`config.mk`:
```
export PLATFORM = sky130hd
export DESIGN_NAME = prefixed_number_converter_top_flat
export DESIGN_NICKNAME = d
export VERILOG_FILES = /design/src/hdl/pnc_pkg.sv /design/src/hdl/pnc_in_if.sv /design/src/hdl/pnc_out_if.sv /design/src/hdl/pnc_cfg_if.sv /design/src/hdl/prefixed_number_converter_top.sv /design/src/hdl/pnc_step.sv /design/src/flat_wrapper.sv
export SDC_FILE = /design/constraint.sdc
export NUM_CORES = 1
export LEC_CHECK = 0
export BUFFER_PORTS_ARGS = -buffer_cell sky130_fd_sc_hd__buf_4
export CAP_MARGIN = 15
export CORE_ASPECT_RATIO = 2
export CORE_MARGIN = 2
export CORE_UTILIZATION = 33
export DETAILED_ROUTE_END_ITERATION = 10
export GPL_TIMING_DRIVEN = 1
export HOLD_SLACK_MARGIN = 0.08
export PLACE_DENSITY = 0.46
export SLEW_MARGIN = 20
export SYNTH_ARGS = -nofsm -noshare
export SYNTH_HDL_FRONTEND = slang
export SYNTH_SLANG_ARGS = --single-unit
export TNS_END_PERCENT = 50
```
`constraint.sdc`:
```
create_clock -name clk -period 9.44 [get_ports clk]
set_input_delay 1.888 -clock clk [delete_from_list [all_inputs] [get_ports clk]]
set_output_delay 1.888 -clock clk [all_outputs]
set_load 0.05 [all_outputs]
```
`src/hdl/pnc_pkg.sv`:
```
`default_nettype none
// ----------------------------------------------------------------------------
// Prefixed number converter package
// Shared widths, character codes, word state type and digit decoding.
// ----------------------------------------------------------------------------
package pnc_pkg;

	localparam int CH_W    = 8;
	localparam int VALUE_W = 16;
	localparam int RADIX_W = 6;
	localparam int POS_W   = 3;
	localparam int DIGIT_W = 8;

	localparam logic [POS_W-1:0]   POS_MAX     = 3'd7;
	localparam logic [RADIX_W-1:0] RADIX_RESET = 6'd10;
	localparam logic [RADIX_W-1:0] RADIX_BIN   = 6'd2;
	localparam logic [RADIX_W-1:0] RADIX_DEC   = 6'd10;
	localparam logic [RADIX_W-1:0] RADIX_HEX   = 6'd16;

	localparam logic [CH_W-1:0] CH_QUOTE   = 8'h27;
	localparam logic [CH_W-1:0] CH_PERCENT = 8'h25;
	localparam logic [CH_W-1:0] CH_HASH    = 8'h23;
	localparam logic [CH_W-1:0] CH_DOLLAR  = 8'h24;
	localparam logic [CH_W-1:0] CH_MINUS   = 8'h2d;
	localparam logic [CH_W-1:0] CH_LOWER_A = 8'h61;
	localparam logic [CH_W-1:0] CH_LOWER_Z = 8'h7a;
	localparam logic [CH_W-1:0] CH_UPPER_A = 8'h41;
	localparam logic [CH_W-1:0] CH_UPPER_Z = 8'h5a;
	localparam logic [CH_W-1:0] CH_ZERO    = 8'h30;
	localparam logic [CH_W-1:0] CH_NINE    = 8'h39;

	localparam logic [DIGIT_W-1:0] DIGIT_NONE   = 8'hff;
	localparam logic [DIGIT_W-1:0] DIGIT_LETTER = 8'd10;

	typedef enum logic [2:0] {
		KIND_PLAIN  = 3'b001,
		KIND_CHAR   = 3'b010,
		KIND_PREFIX = 3'b100
	} word_kind_t;

	typedef struct packed {
		logic [POS_W-1:0]   position;
		word_kind_t         kind;
		logic [RADIX_W-1:0] radix;
		logic               neg;
		logic               err;
		logic               seen;
	} word_state_t;

	localparam word_state_t WORD_RESET = '{
		position: '0,
		kind:     KIND_PLAIN,
		radix:    RADIX_RESET,
		neg:      1'b0,
		err:      1'b0,
		seen:     1'b0
	};

	function automatic logic [DIGIT_W-1:0] digit_value(input logic [CH_W-1:0] c);
		logic [DIGIT_W-1:0] d;
		d = DIGIT_NONE;
		if (c inside {[CH_ZERO:CH_NINE]}) begin
			d = c - CH_ZERO;
		end else if (c inside {[CH_LOWER_A:CH_LOWER_Z]}) begin
			d = DIGIT_LETTER + (c - CH_LOWER_A);
		end else if (c inside {[CH_UPPER_A:CH_UPPER_Z]}) begin
			d = DIGIT_LETTER + (c - CH_UPPER_A);
		end
		return d;
	endfunction

endpackage
`default_nettype wire

```
`src/hdl/pnc_in_if.sv`:
```
`default_nettype none
// ----------------------------------------------------------------------------
// Character input channel
// Valid/ready channel carrying one character and its end-of-word flag.
// ----------------------------------------------------------------------------
interface pnc_in_if;
	logic                      valid;
	logic                      ready;
	logic [pnc_pkg::CH_W-1:0]  ch;
	logic                      last;

	modport source (output valid, output ch, output last, input ready);
	modport sink (input valid, input ch, input last, output ready);
endinterface
`default_nettype wire

```
`src/hdl/pnc_out_if.sv`:
```
`default_nettype none
// ----------------------------------------------------------------------------
// Result output channel
// Valid/ready channel carrying the converted value and its valid flag.
// ----------------------------------------------------------------------------
interface pnc_out_if;
	logic                         valid;
	logic                         ready;
	logic [pnc_pkg::VALUE_W-1:0]  value;
	logic                         ok;

	modport source (output valid, output value, output ok, input ready);
	modport sink (input valid, input value, input ok, output ready);
endinterface
`default_nettype wire

```
`src/hdl/pnc_cfg_if.sv`:
```
`default_nettype none
// ----------------------------------------------------------------------------
// Configuration write channel
// Valid/ready channel carrying the default radix register write data.
// ----------------------------------------------------------------------------
interface pnc_cfg_if;
	logic                         valid;
	logic                         ready;
	logic [pnc_pkg::RADIX_W-1:0]  data;

	modport source (output valid, output data, input ready);
	modport sink (input valid, input data, output ready);
endinterface
`default_nettype wire

```
`src/hdl/prefixed_number_converter_top.sv`:
```
`default_nettype none
// ----------------------------------------------------------------------------
// Prefixed number converter
// Converts a stream of characters, one word at a time, to a signed number.
// ----------------------------------------------------------------------------
// Takes one character per cycle on din while dout is free, with last set on
// the final character of a word; each word gives one result on dout, loaded
// from the input register into the result register once dout is free. A
// leading %, # or $ selects radix 2, 10 or 16, otherwise the cfg register
// (reset 10) gives the radix; a quoted character 'x' yields its code. This
// rate is set by the single accumulator multiply-add between the input and
// result registers. ok is low and value zero for an invalid word. Write cfg
// only while no word is in flight.
module prefixed_number_converter_top #(
	parameter int CELL_BITS = 16
) (
	input  wire          clk,
	input  wire          arst_n,
	pnc_in_if.sink       din,
	pnc_out_if.source    dout,
	pnc_cfg_if.sink      cfg
);

	logic                            valid_s1;
	logic [pnc_pkg::CH_W-1:0]        ch_s1;
	logic                            last_s1;
	pnc_pkg::word_state_t            st_q;
	logic [CELL_BITS-1:0]            acc_q;
	logic [pnc_pkg::RADIX_W-1:0]     base_q;
	logic                            out_valid_q;
	logic [pnc_pkg::VALUE_W-1:0]     value_q;
	logic                            ok_q;

	pnc_pkg::word_state_t            st_nxt;
	logic [CELL_BITS-1:0]            acc_nxt;
	logic [pnc_pkg::VALUE_W-1:0]     res_value;
	logic                            res_ok;
	logic                            out_free;
	logic                            adv;
	logic                            load_out;

	assign out_free = !out_valid_q || dout.ready;
	assign adv      = valid_s1 && (!last_s1 || out_free);
	assign load_out = adv && last_s1;
	assign din.ready = !valid_s1 || adv;
	assign cfg.ready = 1'b1;

	assign dout.valid = out_valid_q;
	assign dout.value = value_q;
	assign dout.ok    = ok_q;

	pnc_step #(
		.CELL_BITS (CELL_BITS)
	) u_step (
		.st      (st_q),
		.acc     (acc_q),
		.ch      (ch_s1),
		.last    (last_s1),
		.base    (base_q),
		.st_nxt  (st_nxt),
		.acc_nxt (acc_nxt),
		.value   (res_value),
		.ok      (res_ok)
	);

	always_ff @(posedge clk or negedge arst_n) begin
		if (!arst_n) begin
			valid_s1    <= 1'b0;
			st_q        <= pnc_pkg::WORD_RESET;
			acc_q       <= '0;
			base_q      <= pnc_pkg::RADIX_RESET;
			out_valid_q <= 1'b0;
		end else begin
			if (din.ready) begin
				valid_s1 <= din.valid;
			end
			if (adv) begin
				st_q  <= st_nxt;
				acc_q <= acc_nxt;
			end
			if (cfg.valid && cfg.ready) begin
				base_q <= cfg.data;
			end
			if (load_out) begin
				out_valid_q <= 1'b1;
			end else if (dout.ready) begin
				out_valid_q <= 1'b0;
			end
		end
	end

	always_ff @(posedge clk) begin
		if (din.valid && din.ready) begin
			ch_s1   <= din.ch;
			last_s1 <= din.last;
		end
		if (load_out) begin
			value_q <= res_value;
			ok_q    <= res_ok;
		end
	end

`ifndef SYNTHESIS
	a_clear_after_last: assert property (@(posedge clk) disable iff (!arst_n)
		load_out |=> (st_q.position == '0 && acc_q == '0 && !st_q.neg))
		else $error("word state not cleared after last character");

	a_invalid_zero: assert property (@(posedge clk) disable iff (!arst_n)
		(out_valid_q && !ok_q) |-> (value_q == '0))
		else $error("invalid word carries a non-zero value");

	a_hold_stalled: assert property (@(posedge clk) disable iff (!arst_n)
		(valid_s1 && !adv) |-> !din.ready)
		else $error("input taken while stage one is stalled");

	a_result_from_last: assert property (@(posedge clk) disable iff (!arst_n)
		(out_valid_q && !$past(out_valid_q)) |-> $past(load_out))
		else $error("result appeared without a last character");
`endif

endmodule
`default_nettype wire

```
`src/hdl/pnc_step.sv`:
```
`default_nettype none
// ----------------------------------------------------------------------------
// Prefixed number converter step
// Next word state, accumulator and result for one character.
// ----------------------------------------------------------------------------
module pnc_step #(
	parameter int CELL_BITS = 16
) (
	input  pnc_pkg::word_state_t          st,
	input  logic [CELL_BITS-1:0]          acc,
	input  logic [pnc_pkg::CH_W-1:0]      ch,
	input  logic                          last,
	input  logic [pnc_pkg::RADIX_W-1:0]   base,
	output pnc_pkg::word_state_t          st_nxt,
	output logic [CELL_BITS-1:0]          acc_nxt,
	output logic [pnc_pkg::VALUE_W-1:0]   value,
	output logic                          ok
);

	localparam int PW = CELL_BITS + pnc_pkg::RADIX_W;

	pnc_pkg::word_state_t            ns;
	logic                            first;
	logic                            is_quote;
	logic                            is_prefix;
	logic                            numeric;
	logic                            sign_slot;
	logic [pnc_pkg::RADIX_W-1:0]     prefix_radix;
	logic [pnc_pkg::DIGIT_W-1:0]     d;
	logic [PW-1:0]                   prod;
	logic [CELL_BITS-1:0]            mac;
	logic [CELL_BITS-1:0]            acc_w;
	logic [CELL_BITS-1:0]            acc_neg;

	always_comb begin
		ns        = st;
		acc_w     = acc;
		first     = (st.position == '0);
		is_quote  = (ch == pnc_pkg::CH_QUOTE);
		is_prefix = (ch == pnc_pkg::CH_PERCENT) || (ch == pnc_pkg::CH_HASH) ||
			(ch == pnc_pkg::CH_DOLLAR);
		case (ch)
			pnc_pkg::CH_PERCENT: prefix_radix = pnc_pkg::RADIX_BIN;
			pnc_pkg::CH_HASH:    prefix_radix = pnc_pkg::RADIX_DEC;
			default:             prefix_radix = pnc_pkg::RADIX_HEX;
		endcase

		if (first) begin
			ns.radix = is_prefix ? prefix_radix : base;
			if (is_quote) begin
				ns.kind = pnc_pkg::KIND_CHAR;
			end else if (is_prefix) begin
				ns.kind = pnc_pkg::KIND_PREFIX;
			end else begin
				ns.kind = pnc_pkg::KIND_PLAIN;
			end
		end

		numeric   = first ? (!is_quote && !is_prefix) : (st.kind != pnc_pkg::KIND_CHAR);
		sign_slot = first ||
			(st.kind == pnc_pkg::KIND_PREFIX && st.position == pnc_pkg::POS_W'(1));
		d    = pnc_pkg::digit_value(ch);
		prod = PW'(acc) * PW'(ns.radix);
		mac  = CELL_BITS'(prod + PW'(d));

		if (numeric) begin
			if (ch == pnc_pkg::CH_MINUS && sign_slot && !st.neg && !st.seen) begin
				ns.neg = 1'b1;
			end else if (d >= pnc_pkg::DIGIT_W'(ns.radix)) begin
				ns.err = 1'b1;
			end else begin
				acc_w   = mac;
				ns.seen = 1'b1;
			end
		end else if (!first) begin
			if (st.position == pnc_pkg::POS_W'(1)) begin
				acc_w = CELL_BITS'(ch);
			end else if (st.position == pnc_pkg::POS_W'(2)) begin
				if (!is_quote) begin
					ns.err = 1'b1;
				end
			end else begin
				ns.err = 1'b1;
			end
		end

		if (ns.kind == pnc_pkg::KIND_CHAR) begin
			ok = !ns.err && (st.position == pnc_pkg::POS_W'(2));
		end else begin
			ok = !ns.err && ns.seen;
		end

		acc_neg = '0 - acc_w;
		if (!ok) begin
			value = '0;
		end else if (ns.neg) begin
			value = pnc_pkg::VALUE_W'(acc_neg);
		end else begin
			value = pnc_pkg::VALUE_W'(acc_w);
		end

		if (last) begin
			st_nxt  = pnc_pkg::WORD_RESET;
			acc_nxt = '0;
		end else begin
			st_nxt          = ns;
			st_nxt.position = (st.position == pnc_pkg::POS_MAX) ? st.position :
				st.position + pnc_pkg::POS_W'(1);
			acc_nxt         = acc_w;
		end
	end

endmodule
`default_nettype wire
```
`src/flat_wrapper.sv`:
```
// flat-port wrapper written by rule: the top's interface ports become plain ports
module prefixed_number_converter_top_flat 
#(
	parameter int CELL_BITS = 16
)
  (clk, arst_n, din_valid, din_ch, din_last, din_ready, dout_valid, dout_value, dout_ok, dout_ready, cfg_valid, cfg_data, cfg_ready);
  pnc_in_if din_i ();
  pnc_out_if dout_i ();
  pnc_cfg_if cfg_i ();
  input  wire clk;
  input  wire arst_n;
  input wire logic [$bits(din_i.valid)-1:0] din_valid;
  input wire logic [$bits(din_i.ch)-1:0] din_ch;
  input wire logic [$bits(din_i.last)-1:0] din_last;
  output wire logic [$bits(din_i.ready)-1:0] din_ready;
  output wire logic [$bits(dout_i.valid)-1:0] dout_valid;
  output wire logic [$bits(dout_i.value)-1:0] dout_value;
  output wire logic [$bits(dout_i.ok)-1:0] dout_ok;
  input wire logic [$bits(dout_i.ready)-1:0] dout_ready;
  input wire logic [$bits(cfg_i.valid)-1:0] cfg_valid;
  input wire logic [$bits(cfg_i.data)-1:0] cfg_data;
  output wire logic [$bits(cfg_i.ready)-1:0] cfg_ready;
  assign din_i.valid = din_valid;
  assign din_i.ch = din_ch;
  assign din_i.last = din_last;
  assign din_ready = din_i.ready;
  assign dout_valid = dout_i.valid;
  assign dout_value = dout_i.value;
  assign dout_ok = dout_i.ok;
  assign dout_i.ready = dout_ready;
  assign cfg_i.valid = cfg_valid;
  assign cfg_i.data = cfg_data;
  assign cfg_ready = cfg_i.ready;
  prefixed_number_converter_top #(.CELL_BITS(CELL_BITS)) u_core (.clk(clk), .arst_n(arst_n), .din(din_i), .dout(dout_i), .cfg(cfg_i));
endmodule
```
# After elaboration in Yosys (flattened, before gate mapping)
# Index checks and enable logic that the tools add are counted.
[word_totals]
register_bits = 65
latchBits = 0
mem_bits_rw = 0
rom_bits = 0
in_bits = 20
output_inout_bits = 20
wordCells = 104
mem_count = 0
[op_classes]
add_sub_neg = 8
multipliers = 1
div = 0
order_cmp = 7
n_eq_ne = 12
shift = 0
n_mux = 32
bitwise = 0
n_reduce_logical = 30
[op_table]
columns = ["op", "n"]
rows = [
  ["2-to-1 mux 16 bit", 7],
  ["equality test 8 x 6 -> 1 bit (second input constant)", 5],
  ["2-to-1 mux 8 bit", 3],
  ["adder 16 x 8 -> 16 bit", 1],
  ["adder 4 x 8 -> 8 bit (first input constant)", 2],
  [">= comparator 8 x 7 -> 1 bit (second input constant)", 2],
  ["<= comparator 8 x 7 -> 1 bit (second input constant)", 2],
  ["multiplier 16 x 6 -> 16 bit", 1],
  ["subtractor 1 x 16 -> 16 bit (first input constant)", 1],
  ["subtractor 8 x 7 -> 8 bit (second input constant)", 2],
  ["2-to-1 mux 15 bit", 1],
  ["2-to-1 mux 1 bit", 14],
  ["logical AND 1 bit", 13],
  ["case mux 5 bit (2 select lines)", 1],
  ["2-to-1 mux 3 bit", 3],
  ["2-to-1 mux 9 bit", 1],
  [">= comparator 8 x 6 -> 1 bit", 1],
  [">= comparator 8 x 6 -> 1 bit (second input constant)", 1],
  ["<= comparator 8 x 6 -> 1 bit (second input constant)", 1],
  ["logical NOT 1 bit", 8],
  ["subtractor 8 x 6 -> 8 bit (second input constant)", 1],
  ["equality test 3 x 2 -> 1 bit (second input constant)", 2],
  ["equality test 3 bit (second input constant)", 2],
  ["logical OR 1 bit", 6],
  ["other kinds (9)", 9],
]

# Logic depth before layout (Yosys ltp)
# Gate-level depths: netlist of run 1.
[depth]
ltp_word = 13
depth_mapped = 26
depth_no_buf = 25

# Cells and area by module
# Synthesis of run 1 repeated with hierarchy kept, for this count alone.
[hier_totals]
cells_unflattened = 874
area_unflattened_um2 = 7748.7
[modules_own_cells]
columns = ["mod", "n_inst", "cells_per_inst", "area_per_inst_um2", "seq_area_each_um2"]
rows = [
  ["pnc_step", 1, 645, 4760.8, 0.0],
  ["prefixed_number_converter_top", 1, 229, 2987.9, 1762.9],
]

# Worst setup path after synthesis of run 1
# No wires, ideal clock.
[synth_timing]
path_kind = "reg-to-reg"
start = "register u_core.ch_s1[4] (netlist name)"
end = "register u_core.value_q (netlist bit u_core.dout.value[15]), data pin"
setup_ps = 262
t_arrival_ps = 6751
required_ps = 9178
setup_slack_ps = 2427
path_stages_with_launch = 24
path_buffers = 2
period_less_slack_ps = 7013
cell_sequence = "edfxtp_1 -> inv_1 -> ha_1 -> or4b_1 -> clkbuf_1 -> or3_1 -> a31o_2 -> clkbuf_1 -> and2_1 -> fa_1 -> fa_1 -> fa_1 -> inv_1 -> fa_1 -> inv_1 -> ha_1 -> or3_1 -> o211ai_1 -> xor2_1 -> nor4b_1 -> a41oi_1 -> nor3_1 -> a31oi_1 -> mux2_1"
[synth_via]
elab_chain_cells = 12
word_cells_on_any_way = 62
classes_between = "7 x add/sub; 1 x mul; 7 x order compare; 6 x eq/ne; 27 x mux; 14 x reduce/logical"
[synth_rtl]
columns = ["element", "line", "text"]
rows = [
  ["start, declared", "prefixed_number_converter_top.sv:25", "logic [pnc_pkg::CH_W-1:0] ch_s1;"],
  ["start signal, assigned", "prefixed_number_converter_top.sv:94", "ch_s1 <= din.ch;"],
  ["branches (longest 12 deep; another with multiplier 16 x 6 -> 16 bit)", "n/a", ""],
  ["end signal, assigned", "prefixed_number_converter_top.sv:98", "value_q <= res_value;"],
  ["end, declared", "prefixed_number_converter_top.sv:31", "logic [pnc_pkg::VALUE_W-1:0] value_q;"],
]
# Parallel ways; which one is timed is not known.
# A chain may end at the register's enable or synchronous reset.

# Worst setup path in the final report of run 1
# Ends and elaborated chain as after synthesis.

==> run_results.csv, run 1 <==
group,metric,value,unit
route,route.detailed.drc,0,
clock_network,cts.path.max_buffers,2,
clock_network,clkTransAtPathRegs,0.06,ns
sta,skew,0.0122,ns
clock_network,clk_latency,0.34,ns
finish,syn2layout_area_growth,12.1,%
place,dpl.cell_count,1030,
finish,ff_latch_area,1760,sq um
sta,fin_ws,1.29,ns
clock_network,cts_buffers,9,
global_routing,grt_max_degree,40,
setup_path,crit_required,9.52,ns
setup_path,crit_type,"reg2reg",
synthesis,synthesis.nets,874,
setup_path,crit_path_top_delay_cell,"nor4b_1",
sta,rsz0062_at_grt,"false",
finish,nFillCells,2138,
pwr,p_per_area,123,nW/um^2
outcome,outcome,"finished, final reports clean",
sta,maxSlewViolCount,0,
setup_path,cp-end-kind,"register",
pwr,ir_drop,0.133,mV
finish,antenna_cells,0,
setup_path,worstPathMaxFanout,12,
clock_network,cts.sinks,65,
synthesis,syn_area,6860,sq um
finish,fin_area,7690,sq um
finish,final_common_cell,"inv_1",
synthesis,ys_ff_latch,65,
synthesis,synth_edf_count,26,
synthesis,synth_largest_area_cell,"fa_1",
floorplan,die-area,22000,sq um
run,cap_viol_max_count,0,
global_routing,antenna_found_initial,0,
floorplan,start_util,0.337,
route,vias,5679,
synthesis,synth.area.top_cells,"fa_1 15%, dfrtp_1 12%, edfxtp_1 11%",
clock_network,hold_buffers,0,
synthesis,async_reset_ff_frac,0.600,
clock_network,cts-root-buf,"clkbuf_16",
route,vias_per_cell,5.43,
setup_path,path_common_cell,"inv_1",
sta,tightestPinTransition,1.07,ns
sta,max_freq,0.123,GHz
sta,finalCritPeriodShare,0.863,
clock_network,ctsResizeCount,0,
place,pre_cts_slack,1.33,ns
global_routing,grtUsageTotal,0.203,
sta,setup_tns,0,ns
synthesis,synth_top_cell_area_share,0.146,
worst_hold_path,worst_hold_path_type,"reg2reg",
route,dr.first_iter.drc_count,239,
place,detailed_place.area,7380,sq um
setup_path,path_cells,"inv_1 -> ha_1 -> or4b_1 -> o311ai_0 -> nand2_1 -> and2_1 -> fa_1 -> inv_1 -> fa_1 -> inv_1 -> fa_1 -> inv_1 -> fa_1 -> inv_1 -> ha_1 -> inv_1 -> o31ai_1 -> xnor2_1 -> o21ai_0 -> nor4b_1 -> a41oi_1 -> nor3_1 -> a31oi_1 -> mux2_1",
floorplan,io_pins,40,
synthesis,synth_flop_cell,"dfrtp_1",
place,gp_congestion,0.913,
sta,hold_viol,0,
setup_path,r2r_slack,1.29,ns
sta,setup-violations-final,0,
setup_path,critPathArrivalTime,8.23,ns
global_routing,overflow,0,
clock_network,h-tree-depth,3,
synthesis,synth_warnings,0,
route,wl,21.6,mm
route,firstDrtPassIters,5,
route,ant_nets,0,
synthesis,syn_inst,752,
finish,multiInputGateArea,4680,sq um
synthesis,synth.distinct_cells,77,
place,dp_hpwl,17.4,mm
global_routing,grt_pass1_wl,33.9,mm
pwr,total_leakage_power,3.39,nW
finish,final-instance-count-excl-fill,1046,
place,io_buffers,38,
floorplan,core,20400,sq um
clock_network,postCtsSetupRepairBufs,0,
floorplan,dieHeight,208,um
sta,maxSlewHeadroom,0.287,
setup_path,critPathMaxStageDelay,0.63,ns
setup_path,start_kind,"register",
floorplan,std_cell_rows,74,
finish,drive_above_1_share,0.119,
clock_network,tritoncts,"yes",
sta,whs,0.497,ns
route,wire_per_inst,20.7,um
sta,min_period,8.15,ns
synthesis,yosysSeqAreaShare,0.257,
finish,final_cell_mix,"75 x inv_1, 61 x nand2_1, 55 x nor2_1, 54 x and2_1, 52 x ha_1",
global_routing,grt_pass1_vias,6074,
finish,nets,897,
floorplan,die-width,106,um
synthesis,syn_area_per_cell,9.12,sq um
-- synthesized netlist by cell type (6+ instances only) --
master	instances
nor2_1	55
o21ai_0	44
xnor2_1	16
mux2_2	8
nor3_1	11
nor4_1	6
inv_1	75
a22o_1	12
nand3_1	9
dfrtp_1	34
mux2i_1	9
nand2b_1	14
and2_1	54
fa_1	50
o31ai_1	7
o211ai_1	8
a21oi_1	34
a31oi_1	8
nor2b_1	16
clkbuf_1	25
edfxtp_1	26
o21a_1	8
and3_1	7
nand2_1	61
a21o_1	7
ha_1	52
-- critical path: cells and delay by family, from the launching register on --
kind	cells	cell delay, ns
xor+xnor	1	0.30
compound gates	5	1.45
fa+ha+maj	6	2.68
mux	1	0.33
flops	1	0.54
buf+inv	6	0.46
simple gates	5	2.14
-- layer usage --
metal	share of wire	routed length (um)	vias to the layer above	global-route usage
met2	0.58	12600	160	0.404
met4	0.058	1250	0	0.108
met5	0	0	-	0
li1	-	-	2659	-
met3	0.027	587	54	0.0217
met1	0.33	7250	2806	0.197
-- metrics by stage --
step	total power, W	util
finish	0.000947	0.378
global placement	0.000601	0.363
detailed placement	0.000608	0.363
global route	0.000993	0.378
CTS	0.000955	0.378
floorplan	0.000504	-
-- where the power goes --
part | switching [W] | internal (W)
clock network | 0.000136 | 0.000207
logic | 0.000186 | 0.0000817
registers | 0.0000207 | 0.000315
total | 0.000343 | 0.000604
-- cell families after synthesis --
logic type,count (synthesis),share of synthesized area
simple gates,263,0.204
mux,18,0.0279
other cells,1,0.000547
buf+inv,107,0.0615
xor+xnor,23,0.0334
fa+ha+maj,102,0.241
compound gates,173,0.175
flops,65,0.257
-- final timing paths --
path                       cells after the start                  startpoint                                  end
setup / recovery                              24   u_core.ch_s1[4]$_DFFE_PP_  u_core.dout.value[15]$_SDFFCE_PN0P_
hold / removal                                 2  u_core.st_q[7]$_DFFE_PN0P_           u_core.st_q[7]$_DFFE_PN0P_
min in group asynchronous                      1                      arst_n          u_core.valid_s1$_DFFE_PN0N_
hold reg to reg                                2  u_core.st_q[7]$_DFFE_PN0P_           u_core.st_q[7]$_DFFE_PN0P_
setup reg to reg                              24   u_core.ch_s1[4]$_DFFE_PP_  u_core.dout.value[15]$_SDFFCE_PN0P_
max in group asynchronous                      1                      arst_n         u_core.base_q[1]$_DFFE_PN1P_
-- state kept, by name (all words and copies together) (netlist names) --
name and count:
u_core.acc_q 16, u_core.dout.value 16, u_core.st_q 15, u_core.ch_s1 8
u_core.base_q 6, u_core.dout.ok 1, u_core.dout.valid 1, u_core.last_s1 1
u_core.valid_s1 1
-- area by class of cell --
| class | count | share of cell area |
|---|---|---|
| Clock buffer | 9 | 0.0293 |
| Clock inverter | 7 | 0.0104 |
| Inverter | 76 | 0.0371 |
| Multi-Input combinational cell | 580 | 0.609 |
| Sequential cell | 65 | 0.229 |
| Tap cell | 266 | 0.0433 |
| Timing Repair Buffer | 43 | 0.0420 |
Power figures use the tool's default switching activity.
==> run 2: changes to the inputs <==
Settings changed: CORE_UTILIZATION 33 to 55, PLACE_DENSITY 0.46 to 0.71, SLEW_MARGIN 20 to unset.
==> run 2 against run 1 <==
- first-iteration DRC count increased by 66%
- flip-flop and latch count did not move
- total power decreased by 2.7%
- critical endpoint unchanged
==> run_results.csv, run 2 (synthesized netlist as in run 1, its figures left out) <==
group,metric,value,unit
outcome,outcome,"finished, final reports clean",
finish,nFillCells,1078,
sta,skew,0.00825,ns
global_routing,grt_max_degree,40,
clock_network,cts_buffers,9,
place,io_buffers,38,
global_routing,overflow,0,
setup_path,cp-end-kind,"register",
finish,final_cell_mix,"75 x inv_1, 61 x nand2_1, 55 x nor2_1, 54 x and2_1, 52 x ha_1",
clock_network,clk_latency,0.33,ns
sta,tightestPinTransition,0.952,ns
setup_path,crit_family,"adder cells",
setup_path,critPathMaxStageDelay,0.63,ns
clock_network,clkTransAtPathRegs,0.06,ns
floorplan,std_cell_rows,57,
global_routing,grtUsageTotal,0.303,
floorplan,start_util,0.562,
pwr,ir_drop,0.196,mV
finish,syn2layout_area_growth,9.71,%
place,gp_congestion,0.968,
global_routing,grt_util_met3,0.0295,
clock_network,tritoncts,"yes",
finish,fin_area,7520,sq um
clock_network,cts.path.max_buffers,2,
sta,maxSlewHeadroom,0.363,
clock_network,cts-root-buf,"clkbuf_16",
global_routing,grt_busiest_layer,"met2",
finish,ff_latch_area,1760,sq um
sta,maxSlewViolCount,0,
route,dr.first_iter.drc_count,397,
finish,multiInputGateArea,4680,sq um
sta,max_freq,0.121,GHz
route,vias,5780,
sta,finalCritPeriodShare,0.874,
route,route.detailed.drc,0,
global_routing,antenna_found_initial,0,
pwr,total_leakage_power,3.38,nW
setup_path,crit_type,"reg2reg",
sta,fin_ws,1.19,ns
sta,min_period,8.25,ns
global_routing,grt_pass1_wl,31.7,mm
sta,hold_viol,0,
finish,final_common_cell,"inv_1",
global_routing,use_met1,0.312,
floorplan,die-width,83.0,um
pwr,total_power,0.000921,W
clock_network,postCtsSetupRepairBufs,0,
route,ant_nets,0,
route,wire_per_inst,21.5,um
floorplan,core,12200,sq um
setup_path,crit_path_top_delay_cell,"a21oi_1",
setup_path,start_kind,"register",
floorplan,die-area,13400,sq um
setup_path,path_buf_inv,4,
global_routing,grt_use_met2,0.556,
place,dp_hpwl,15.8,mm
clock_network,cts.sinks,65,
setup_path,worstPathMaxFanout,11,
route,wl,19.9,mm
setup_path,path_cells,"inv_1 -> ha_1 -> or4b_1 -> o31a_1 -> a21oi_1 -> inv_1 -> nor2_1 -> fa_1 -> fa_1 -> fa_1 -> inv_1 -> fa_1 -> inv_1 -> ha_1 -> o21ai_0 -> nand2b_1 -> o211ai_1 -> xor2_1 -> nor4b_1 -> a41oi_1 -> nor3_1 -> a31oi_1 -> mux2_1",
finish,antenna_cells,0,
pwr,p_per_area,122,nW/um^2
floorplan,dieHeight,162,um
sta,setup_tns,0,ns
floorplan,io_pins,40,
clock_network,hold_buffers,0,
route,vias_per_cell,6.24,
route,firstDrtPassIters,5,
run,cap_viol_max_count,0,
global_routing,grt_pass1_vias,6073,
worst_hold_path,worst_hold_path_type,"reg2reg",
place,detailed_place.area,7230,sq um
clock_network,ctsResizeCount,0,
place,pre_cts_slack,1.34,ns
sta,rsz0062_at_grt,"false",
setup_path,crit_required,9.53,ns
setup_path,critPathArrivalTime,8.34,ns
clock_network,h-tree-depth,3,
finish,drive_above_1_share,0.117,
sta,setup-violations-final,0,
finish,nets,896,
==> run 2: through the flow <==
| stage | std cells | hold WS, ns | utilization |
|---|---|---|---|
| 4_1_cts | 926 | 0.488 | 0.617 |
| 3_5_place_dp | 910 | 0.476 | 0.593 |
| 2_1_floorplan | 752 | 0.442 | - |
| 3_3_place_gp | 910 | 0.472 | 0.593 |
| 6_report | 926 | 0.492 | 0.617 |
| 5_1_grt | 926 | 0.508 | 0.617 |
==> run 2: worst min-delay path: cells and delay by family, from the launching register on <==
| kind | cells | cell delay (ns) |
|---|---|---|
| compound gates | 1 | 0.06 |
| flops | 1 | 0.36 |
| buf+inv | 1 | 0.06 |
==> run 2: worst paths after layout <==
check | slack (ns) | start | depth (start not counted) | endpoint
hold / removal | 0.49 | u_core.st_q[9]$_DFFE_PN1P_ | 2 | u_core.st_q[9]$_DFFE_PN1P_
max in group asynchronous | 7.54 | arst_n | 1 | u_core.base_q[3]$_DFFE_PN1P_
setup / recovery | 1.19 | u_core.ch_s1[4]$_DFFE_PP_ | 23 | u_core.dout.value[15]$_SDFFCE_PN0P_
hold reg to reg | 0.49 | u_core.st_q[9]$_DFFE_PN1P_ | 2 | u_core.st_q[9]$_DFFE_PN1P_
min in group asynchronous | 1.52 | arst_n | 1 | u_core.valid_s1$_DFFE_PN0N_
setup reg to reg | 1.19 | u_core.ch_s1[4]$_DFFE_PP_ | 23 | u_core.dout.value[15]$_SDFFCE_PN0P_
==> run 2: cell type report <==
cell class | instances | area share
Multi-Input combinational cell | 580 | 0.622
Tap cell | 147 | 0.0244
Clock inverter | 7 | 0.00931
Clock buffer | 9 | 0.0299
Sequential cell | 65 | 0.234
Timing Repair Buffer | 42 | 0.0419
Inverter | 76 | 0.0379
==> run 2: metal layers <==
metal	up-vias	routed length, um
met1	2825	6720
li1	2663	-
met5	-	0
met3	84	763
met2	208	10800
met4	0	1650
==> run 2: power breakdown <==
| part | switching, W | leakage (nW) | internal, W |
|---|---|---|---|
| logic | 0.000174 | 2.47 | 0.0000795 |
| clock network | 0.000128 | 0.147 | 0.000204 |
| registers | 0.0000206 | 0.760 | 0.000315 |
